$ cat config.mk
export PLATFORM = sky130hd
export DESIGN_NAME = bps_div
export DESIGN_NICKNAME = d
export VERILOG_FILES = /design/src/sv/bps_div.sv
export SDC_FILE = /design/constraint.sdc
export NUM_CORES = 1
export LEC_CHECK = 0
export ABC_AREA = 1
export BUFFER_PORTS_ARGS = -buffer_cell sky130_fd_sc_hd__buf_2
export CAP_MARGIN = 20
export CORE_ASPECT_RATIO = 0.8
export CORE_MARGIN = 3
export CORE_UTILIZATION = 55
export DETAILED_ROUTE_END_ITERATION = 10
export PLACE_DENSITY = 0.71
export SLEW_MARGIN = 30
export SYNTH_ARGS = -nofsm -noshare
export SYNTH_HDL_FRONTEND = slang
export SYNTH_SLANG_ARGS = --single-unit
$ cat constraint.sdc
create_clock -name clk -period 12.3 [get_ports clk]
set_clock_uncertainty 0.1 [all_clocks]
set_input_delay 2.46 -clock clk [delete_from_list [all_inputs] [get_ports clk]]
set_output_delay 2.46 -clock clk [all_outputs]
set_load 0.02 [all_outputs]
$ cat src/sv/bps_div.sv
// Pipelined restoring divider, one quotient bit per stage.
// Expects rem < den; quotient is the QBITS-bit fraction (rem << QBITS) / den.
module bps_div #(
  parameter int DEN_W  = 16,
  parameter int QBITS  = 16,
  parameter int SIDE_W = 8
) (
  input  logic              clk,
  input  logic              rst,
  input  logic              in_valid,
  output logic              in_ready,
  input  logic [DEN_W-1:0]  in_rem,
  input  logic [DEN_W-1:0]  in_den,
  input  logic [SIDE_W-1:0] in_side,
  output logic              out_valid,
  input  logic              out_ready,
  output logic [QBITS-1:0]  out_quo,
  output logic [SIDE_W-1:0] out_side
);

  logic [QBITS-1:0]  valid;
  logic [QBITS:0]    rdy;
  logic [DEN_W-1:0]  rem  [QBITS];
  logic [DEN_W-1:0]  den  [QBITS];
  logic [QBITS-1:0]  quo  [QBITS];
  logic [SIDE_W-1:0] side [QBITS];

  assign rdy[QBITS] = out_ready;
  assign in_ready   = rdy[0];

  for (genvar k = 0; k < QBITS; k++) begin : g_stage
    logic              p_valid;
    logic [DEN_W-1:0]  p_rem;
    logic [DEN_W-1:0]  p_den;
    logic [QBITS-1:0]  p_quo;
    logic [SIDE_W-1:0] p_side;
    logic [DEN_W:0]    dbl;
    logic [DEN_W:0]    diff;
    logic              ge;

    if (k == 0) begin : g_first
      assign p_valid = in_valid;
      assign p_rem   = in_rem;
      assign p_den   = in_den;
      assign p_quo   = '0;
      assign p_side  = in_side;
    end else begin : g_next
      assign p_valid = valid[k-1];
      assign p_rem   = rem[k-1];
      assign p_den   = den[k-1];
      assign p_quo   = quo[k-1];
      assign p_side  = side[k-1];
    end

    assign dbl    = {p_rem, 1'b0};
    assign diff   = dbl - {1'b0, p_den};
    assign ge     = dbl >= {1'b0, p_den};
    assign rdy[k] = !valid[k] || rdy[k+1];

    always_ff @(posedge clk) begin
      if (rst) begin
        valid[k] <= 1'b0;
      end else if (rdy[k]) begin
        valid[k] <= p_valid;
      end
    end

    always_ff @(posedge clk) begin
      if (rdy[k]) begin
        rem[k]  <= ge ? diff[DEN_W-1:0] : dbl[DEN_W-1:0];
        den[k]  <= p_den;
        quo[k]  <= {p_quo[QBITS-2:0], ge};
        side[k] <= p_side;
      end
    end
  end

  assign out_valid = valid[QBITS-1];
  assign out_quo   = quo[QBITS-1];
  assign out_side  = side[QBITS-1];

endmodule

==> out/metrics.csv, run 1 <==
metric;value;unit
status;completed;
avgSynthCellArea;11.4;sq um
placed_area;38800;sq um
place.port_buffers;69;
vias_per_cell;5.34;
setup_ws;3320;ps
power_density;248;nW/um^2
r2r_end;rem[0][4];
critPathLaunchType;input pin;
insertion_delay;620;ps
overflow;0;
drive_above_1_share;0.0692;
report.final.hold_viol_count;0;
setup_viol;0;
cp.required;9740;ps
timing.fmax;0.111;GHz
final_common_cell;edfxtp_1;
rows;85;
syn_area;37600;sq um
worst-setup-path-type;input pin to output port;
met1_length;33.9;mm
arrival;6420;ps
ys_async_sr_fraction;0;
cts.path.max_buffers;3;
cap_violations;0;
cts.clk_slew.worst_paths;60;ps
met3_wirelength;3.77;mm
crit_path_start;out_ready;
register_area;22700;sq um
synth_edf_count;744;
reg2reg_depth;9;
cts_tree;yes;
cts_resized;0;
die_h;240;um
peakVddDrop;135;uV
dr_wl_met2;32.6;mm
antenna_found_initial;1;
cts_buffers;76;
nets;3722;
dr.max_layer_used;met4;
synth_nets;3616;
vias;23363;
n_fill_cell;5358;
crit_path_end;in_ready;
final_cell_mix;edfxtp_1, nand2_1, inv_1;
yosys_warnings;0;
synthCells;3302;
setup_tns;0;ps
antenna_cells;0;
htree_levels;3;
cts_sinks;760;
drt_pre_antenna_iters;5;
drt_iter0_drc;1647;
place_congestion;0.919;
seq_area_frac_synth;0.602;
slew-limit-headroom;0.387;
drt-total-wl;71.5;mm
yosysUniqueCellTypes;39;
period_share;0.730;
ys_ff_latch;760;
r2r_setup_slack;7910;ps
crit_fanout;57;
area_growth;9.69;%
tightest_slew;917;ps
io_pins;70;
multiInputGateArea;12800;sq um
timing.rr.start;out_valid;
min_period;8980;ps
post_cts_buffers;0;
synth_top_cell_area_share;0.594;
synth.top_cells.by_area;edfxtp_1, ha_1, nand2_1;
core_area;67500;sq um
die_x;298;um
drcViolationCount;0;
grt_pass1_wl;115;mm
hold_path.class;flip-flop to flip-flop;
ant_nets;0;
leakage;0.0178;uW
place_hpwl;52.9;mm
wire_per_inst;16.3;um
slew_violations;0;
grt_pass1_vias;21958;
endpoint_kind;output port;
dp_slack;3260;ps
initial_utilization;0.557;
ys.flop_type;edfxtp_1;
dieArea;71600;sq um
design_area;41300;sq um
grt_usage;0.200;
hold_buffers;0;
clockRootBuffer;clkbuf_16;
hp-start;quo[1][16];
synth_largest_area_cell;edfxtp_1;
grt_setup_unrepaired;no;
grt_max_degree;58;
-- sequential cells by signal, summed over array words and instances, names as in the netlist --
register / count
g_stage.p_valid: 15
side: 128
out_valid: 1
den: 240
rem: 240
quo: 136
-- layout make-up --
cell class / instances / area share
clock buffers: 91 / 0.0479
clock inverters: 45 / 0.0123
inverters: 463 / 0.0422
multi-input cells: 2030 / 0.311
flip-flops and latches: 760 / 0.549
well taps: 913 / 0.0277
repair buffers: 77 / 0.00982
-- layer usage --
layer | vias up | track usage
li1 | 11720 | -
met1 | 10993 | 0.295
met2 | 553 | 0.317
met3 | 97 | 0.0315
met4 | 0 | 0.0447
met5 | - | 0
-- worst min-delay path by stage --
stage,slack [ps],end,cells past startpoint
after floorplan,300,quo[0][100],0
after CTS,300,quo[1][33],0
after detailed placement,300,quo[0][97],0
after global placement,300,quo[0][119],0
after global routing,310,quo[1][34],0
final,300,quo[1][33],0
-- critical path, cell delays in order --
cell and delay (ps):
buf_2 100, inv_1 140, nand4_4 80, buf_4 360, nor3_4 290, nand4_4 90
buf_4 330, nor2_4 290, nand4_4 720, nor2_8 430, nand4_4 650, buf_2 410
-- through the flow --
step | cells | util | hold WS, ps | total power [uW]
3_3_place_gp | 4243 | 0.574 | 301 | 7920
2_1_floorplan | 3302 | - | 300 | 7150
5_1_grt | 4379 | 0.611 | 311 | 11000
6_report | 4379 | 0.611 | 297 | 10200
4_1_cts | 4379 | 0.611 | 299 | 10300
3_5_place_dp | 4243 | 0.574 | 305 | 7960
-- power breakdown --
group          leakage [uW]  switching (uW)  internal (uW)
Sequential          0.00801             350           3820
Clock               0.00119             956           1330
Combinational       0.00856            2340           1450
-- Yosys cell counts, types with 30 or more instances --
master,count
a21o_1,32
a21oi_1,167
inv_1,451
nand2_1,622
nor3_1,30
nand3_1,97
ha_1,255
xnor2_1,126
xor2_1,84
nor2_1,127
o21ai_1,149
edfxtp_1,744
nand4_1,45
o21ai_0,155
-- kinds of logic (layout without fill, tap and decap cells) --
kind of cell,Yosys count,in the layout,synth area share
AND/OR/NAND/NOR,941,941,0.106
buffers and inverters,512,676,0.0576
AO/OA/AOI/OAI,609,609,0.0927
adder cells (fa/ha/maj),270,270,0.0928
XOR/XNOR,210,210,0.0489
flip-flops,760,760,0.602
No activity file was read; power rests on OpenSTA's default activity.
==> run 2: changes to the inputs <==
Settings changed: PLACE_DENSITY 0.71 to 0.74.
Clock period 12.3 ns to 8.25 ns, I/O delays scaled along.
==> run 2 against run 1 <==
Wire length up 1.3%; utilization up 0.063 points; combinational power rose by 50%; worst setup slack got worse by 770 ps; design area up 0.10%; clock-buffer cell count decreased by 7; critical path depth fell by 2; die area unchanged; critical path type unchanged; critical endpoint unchanged.
==> out/metrics.csv, run 2 (synthesis gave the netlist of run 1 again) <==
metric;value;unit
overflow;0;
grt-busiest-layer;met2;
cts.path.max_buffers;3;
setup_viol;0;
tightest_slew;888;ps
hold_buffers;0;
dieArea;71600;sq um
crit_fanout;43;
wire_per_inst;16.5;um
hold_path.class;flip-flop to flip-flop;
clockRootBuffer;clkbuf_16;
htree_levels;3;
power_density;373;nW/um^2
use_met1;0.291;
final_common_cell;edfxtp_1;
nets;3719;
multiInputGateArea;12800;sq um
place.port_buffers;69;
place_congestion;0.900;
ant_nets;0;
drt_pre_antenna_iters;5;
endpoint_kind;output port;
cts_tree;yes;
arrival;3960;ps
die_h;240;um
die_x;298;um
cap_violations;0;
path_cells;buf_2 -> inv_1 -> nand4_4 -> nor3_4 -> nand4_4 -> nor2_4 -> nand4_4 -> nor2_8 -> nand4_4 -> buf_2;
vias;23435;
period_share;0.692;
drcViolationCount;0;
crit_top_cell;nand4_4;
report.final.hold_viol_count;0;
grtUsageMet2;0.317;
status;completed;
drt_iter0_drc;2082;
met3_usage;0.0405;
drive_above_1_share;0.0708;
top_regs;den: 240 flops, rem: 240 flops, quo: 136 flops;
vias_per_cell;5.36;
slew_violations;0;
insertion_delay;610;ps
initial_utilization;0.557;
grt_setup_unrepaired;no;
cp.required;6500;ps
grt_max_degree;57;
final_cell_mix;edfxtp_1, nand2_1, inv_1;
cts_buffers;73;
slew-limit-headroom;0.407;
cp_slowest_cell;nand4_4;
antenna_found_initial;2;
timing.fmax;0.175;GHz
critPathLaunchType;input pin;
register_area;22700;sq um
leakage;0.0178;uW
hold_ws;316;ps
area_growth;9.81;%
setup_tns;0;ps
n_fill_cell;5249;
cts_resized;0;
post_cts_buffers;0;
grt_usage;0.203;
cts.clk_slew.worst_paths;60;ps
max_stage_delay;610;ps
min_period;5710;ps
grt_pass1_wl;116;mm
drt-total-wl;72.4;mm
io_pins;70;
grt_pass1_vias;22112;
worst-setup-path-type;input pin to output port;
place_hpwl;53.3;mm
cts_sinks;760;
peakVddDrop;191;uV
core_area;67500;sq um
rows;85;
run 2: layer usage:
| layer | wire [um] | vias up |
|---|---|---|
| met3 | 4530 | 136 |
| met2 | 32700 | 634 |
| met4 | 1780 | 2 |
| met5 | 10 | - |
| li1 | - | 11696 |
| met1 | 33400 | 10967 |
run 2: worst max-delay path: cells and delay by family:
family,cells,cell delay (ps)
buffers and inverters,3,650
and+or+nand+nor,7,1640
run 2: per-stage QoR:
step                      instance area [sq um]  power, uW  worst slack, ps   util  std cells
after floorplan                           37600      10700             1410      -       3302
after global placement                    38800      11800             2650  0.574       4243
after detailed placement                  38800      11900             2540  0.574       4243
after CTS                                 41300      15500             2510  0.612       4375
after global routing                      41300      16500             2350  0.612       4375
final                                     41300      15400             2540  0.612       4376
run 2: path summary, 6_finish.rpt:
kind	from	end	slack, ps	cells after the start
max	out_ready	in_ready	2540	10
max reg2reg	den[0][49]	rem[0][70]	4930	9
min	quo[1][54]	quo[1][71]	320	0
min reg2reg	quo[1][54]	quo[1][71]	320	0
run 2: power by group:
| group | internal (uW) | switching (uW) |
|---|---|---|
| Combinational | 2170 | 3510 |
| Sequential | 5700 | 529 |
| Clock | 2070 | 1430 |
| Total | 9930 | 5480 |
run 2: area by class of cell:
| class | instances | area share |
|---|---|---|
| diodes | 1 | 0.0000606 |
| clock buffers | 84 | 0.0457 |
| multi-input cells | 2030 | 0.311 |
| clock inverters | 48 | 0.0153 |
| flip-flops and latches | 760 | 0.549 |
| well taps | 913 | 0.0277 |
| inverters | 463 | 0.0422 |
| repair buffers | 77 | 0.00981 |
==> run 3: changes to the inputs <==
Clock period 8.25 ns to 4.83 ns, I/O delays scaled along.
==> run 3 against run 2 <==
Worst hold slack worse by 9.0 ps; sequential power is 70% higher; wire length is 2.5% higher; clock power is 71% higher; utilization is 0.11 points higher; register-to-register slack worse by 3400 ps; clock-buffer cell count is 1 higher; combinational power is 73% higher; power is 72% higher; critical path type unchanged.
==> out/metrics.csv, run 3 (synthesis gave the netlist of run 1 again) <==
metric;value;unit
status;completed;
cts.path.max_buffers;3;
clockRootBuffer;clkbuf_16;
hold_path_depth;0;
grt_max_degree;57;
grt_pass1_vias;21985;
hold_buffers;0;
layout.cells.non_filler;4385;
final_common_cell;edfxtp_1;
period_share;0.845;
slew-limit-headroom;0.432;
ant_nets;0;
path_cells;buf_2 -> inv_12 -> nand4_4 -> nor3_4 -> nand4_4 -> nor2_4 -> nand4_4 -> nor2_8 -> nand4_4 -> buf_4 -> buf_2;
tightest_slew;851;ps
cts_buffers;75;
initial_utilization;0.557;
crit_top_cell;nand4_4;
cp.required;3760;ps
timing.fmax;0.245;GHz
grt_pass1_wl;119;mm
register_area;22700;sq um
cts.clk_slew.worst_paths;70;ps
dieArea;71600;sq um
crit_fanout;43;
reg2reg_depth;8;
critPathTopFamily;simple AND/OR/NAND/NOR gates;
cts_resized;0;
vias;23423;
drt-total-wl;74.2;mm
antenna_cells;0;
area_growth;10.0;%
die_x;298;um
worst-setup-path-type;input pin to output port;
max_stage_delay;320;ps
drt_pre_antenna_iters;5;
grt_usage;0.208;
slew_violations;0;
critPathBufInv;4;
timing.rr.start;den[0][62];
io_pins;70;
cts_tree;yes;
leakage;0.0178;uW
place.port_buffers;69;
overflow;0;
setup_ws;746;ps
drcViolationCount;0;
dp_slack;804;ps
r2r_setup_slack;1560;ps
place_congestion;0.907;
cts_sinks;760;
nets;3727;
r2r_end;rem[0][68];
report.final.hold_viol_count;0;
vias_per_cell;5.34;
min_period;4080;ps
place_hpwl;54.9;mm
setup_viol;0;
n_fill_cell;5261;
antenna_found_initial;0;
die_h;240;um
core_area;67500;sq um
drive_above_1_share;0.0732;
post_cts_buffers;0;
insertion_delay;640;ps
hp-start;side[0][33];
arrival;3020;ps
wire_per_inst;16.9;um
cp_slowest_cell;buf_4;
power_density;639;nW/um^2
htree_levels;3;
hold_path.class;flip-flop to flip-flop;
cap_violations;0;
endpoint_kind;output port;
grt_setup_unrepaired;no;
design_area;41400;sq um
drt_iter0_drc;2105;
peakVddDrop;340;uV
placed_area;38800;sq um
top_regs;den: 240 flops, rem: 240 flops, quo: 136 flops;
placedCellCount;4249;
rows;85;
final_cell_mix;edfxtp_1, nand2_1, inv_1;
critPathLaunchType;input pin;
multiInputGateArea;12800;sq um
hold_path_end;side[0][41];
run 3: worst max path at each step:
stage | start | endpoint | slack (ps) | cells past startpoint
final | out_ready | in_ready | 750 | 11
after global routing | out_valid | in_ready | 590 | 9
after CTS | out_ready | in_ready | 730 | 11
after detailed placement | out_ready | in_ready | 800 | 11
after global placement | out_ready | in_ready | 890 | 11
after floorplan | out_ready | in_ready | -620 | 8
run 3: layout make-up:
| cell class | count | area share |
|---|---|---|
| Sequential cell | 760 | 0.548 |
| Inverter | 463 | 0.0424 |
| Tap cell | 913 | 0.0276 |
| Timing Repair Buffer | 83 | 0.0109 |
| Clock buffer | 85 | 0.0467 |
| Multi-Input combinational cell | 2030 | 0.310 |
| Clock inverter | 51 | 0.0149 |
run 3: through the flow:
stage / utilization / total power, uW / TNS, ps / hold slack, ps
after detailed placement: 0.575 / 20400 / 0 / 305
after global placement: 0.575 / 20200 / 0 / 300
after floorplan: - / 18200 / -41760 / 300
after global routing: 0.613 / 28300 / 0 / 311
after CTS: 0.613 / 26500 / 0 / 301
final: 0.613 / 26400 / 0 / 307
run 3: power by group:
part           leakage [uW]  switching (uW)  total [uW]  internal, uW
Combinational       0.00858            6110        9810          3700
Sequential          0.00801             891       10600          9730
Clock               0.00124            2500        6010          3500
run 3: layer usage:
layer,wire length (um),track usage,vias up
li1,-,-,11734
met4,1480,0.0544,0
met2,33200,0.319,596
met1,35400,0.312,10986
met5,0,0,-
met3,4120,0.0314,107
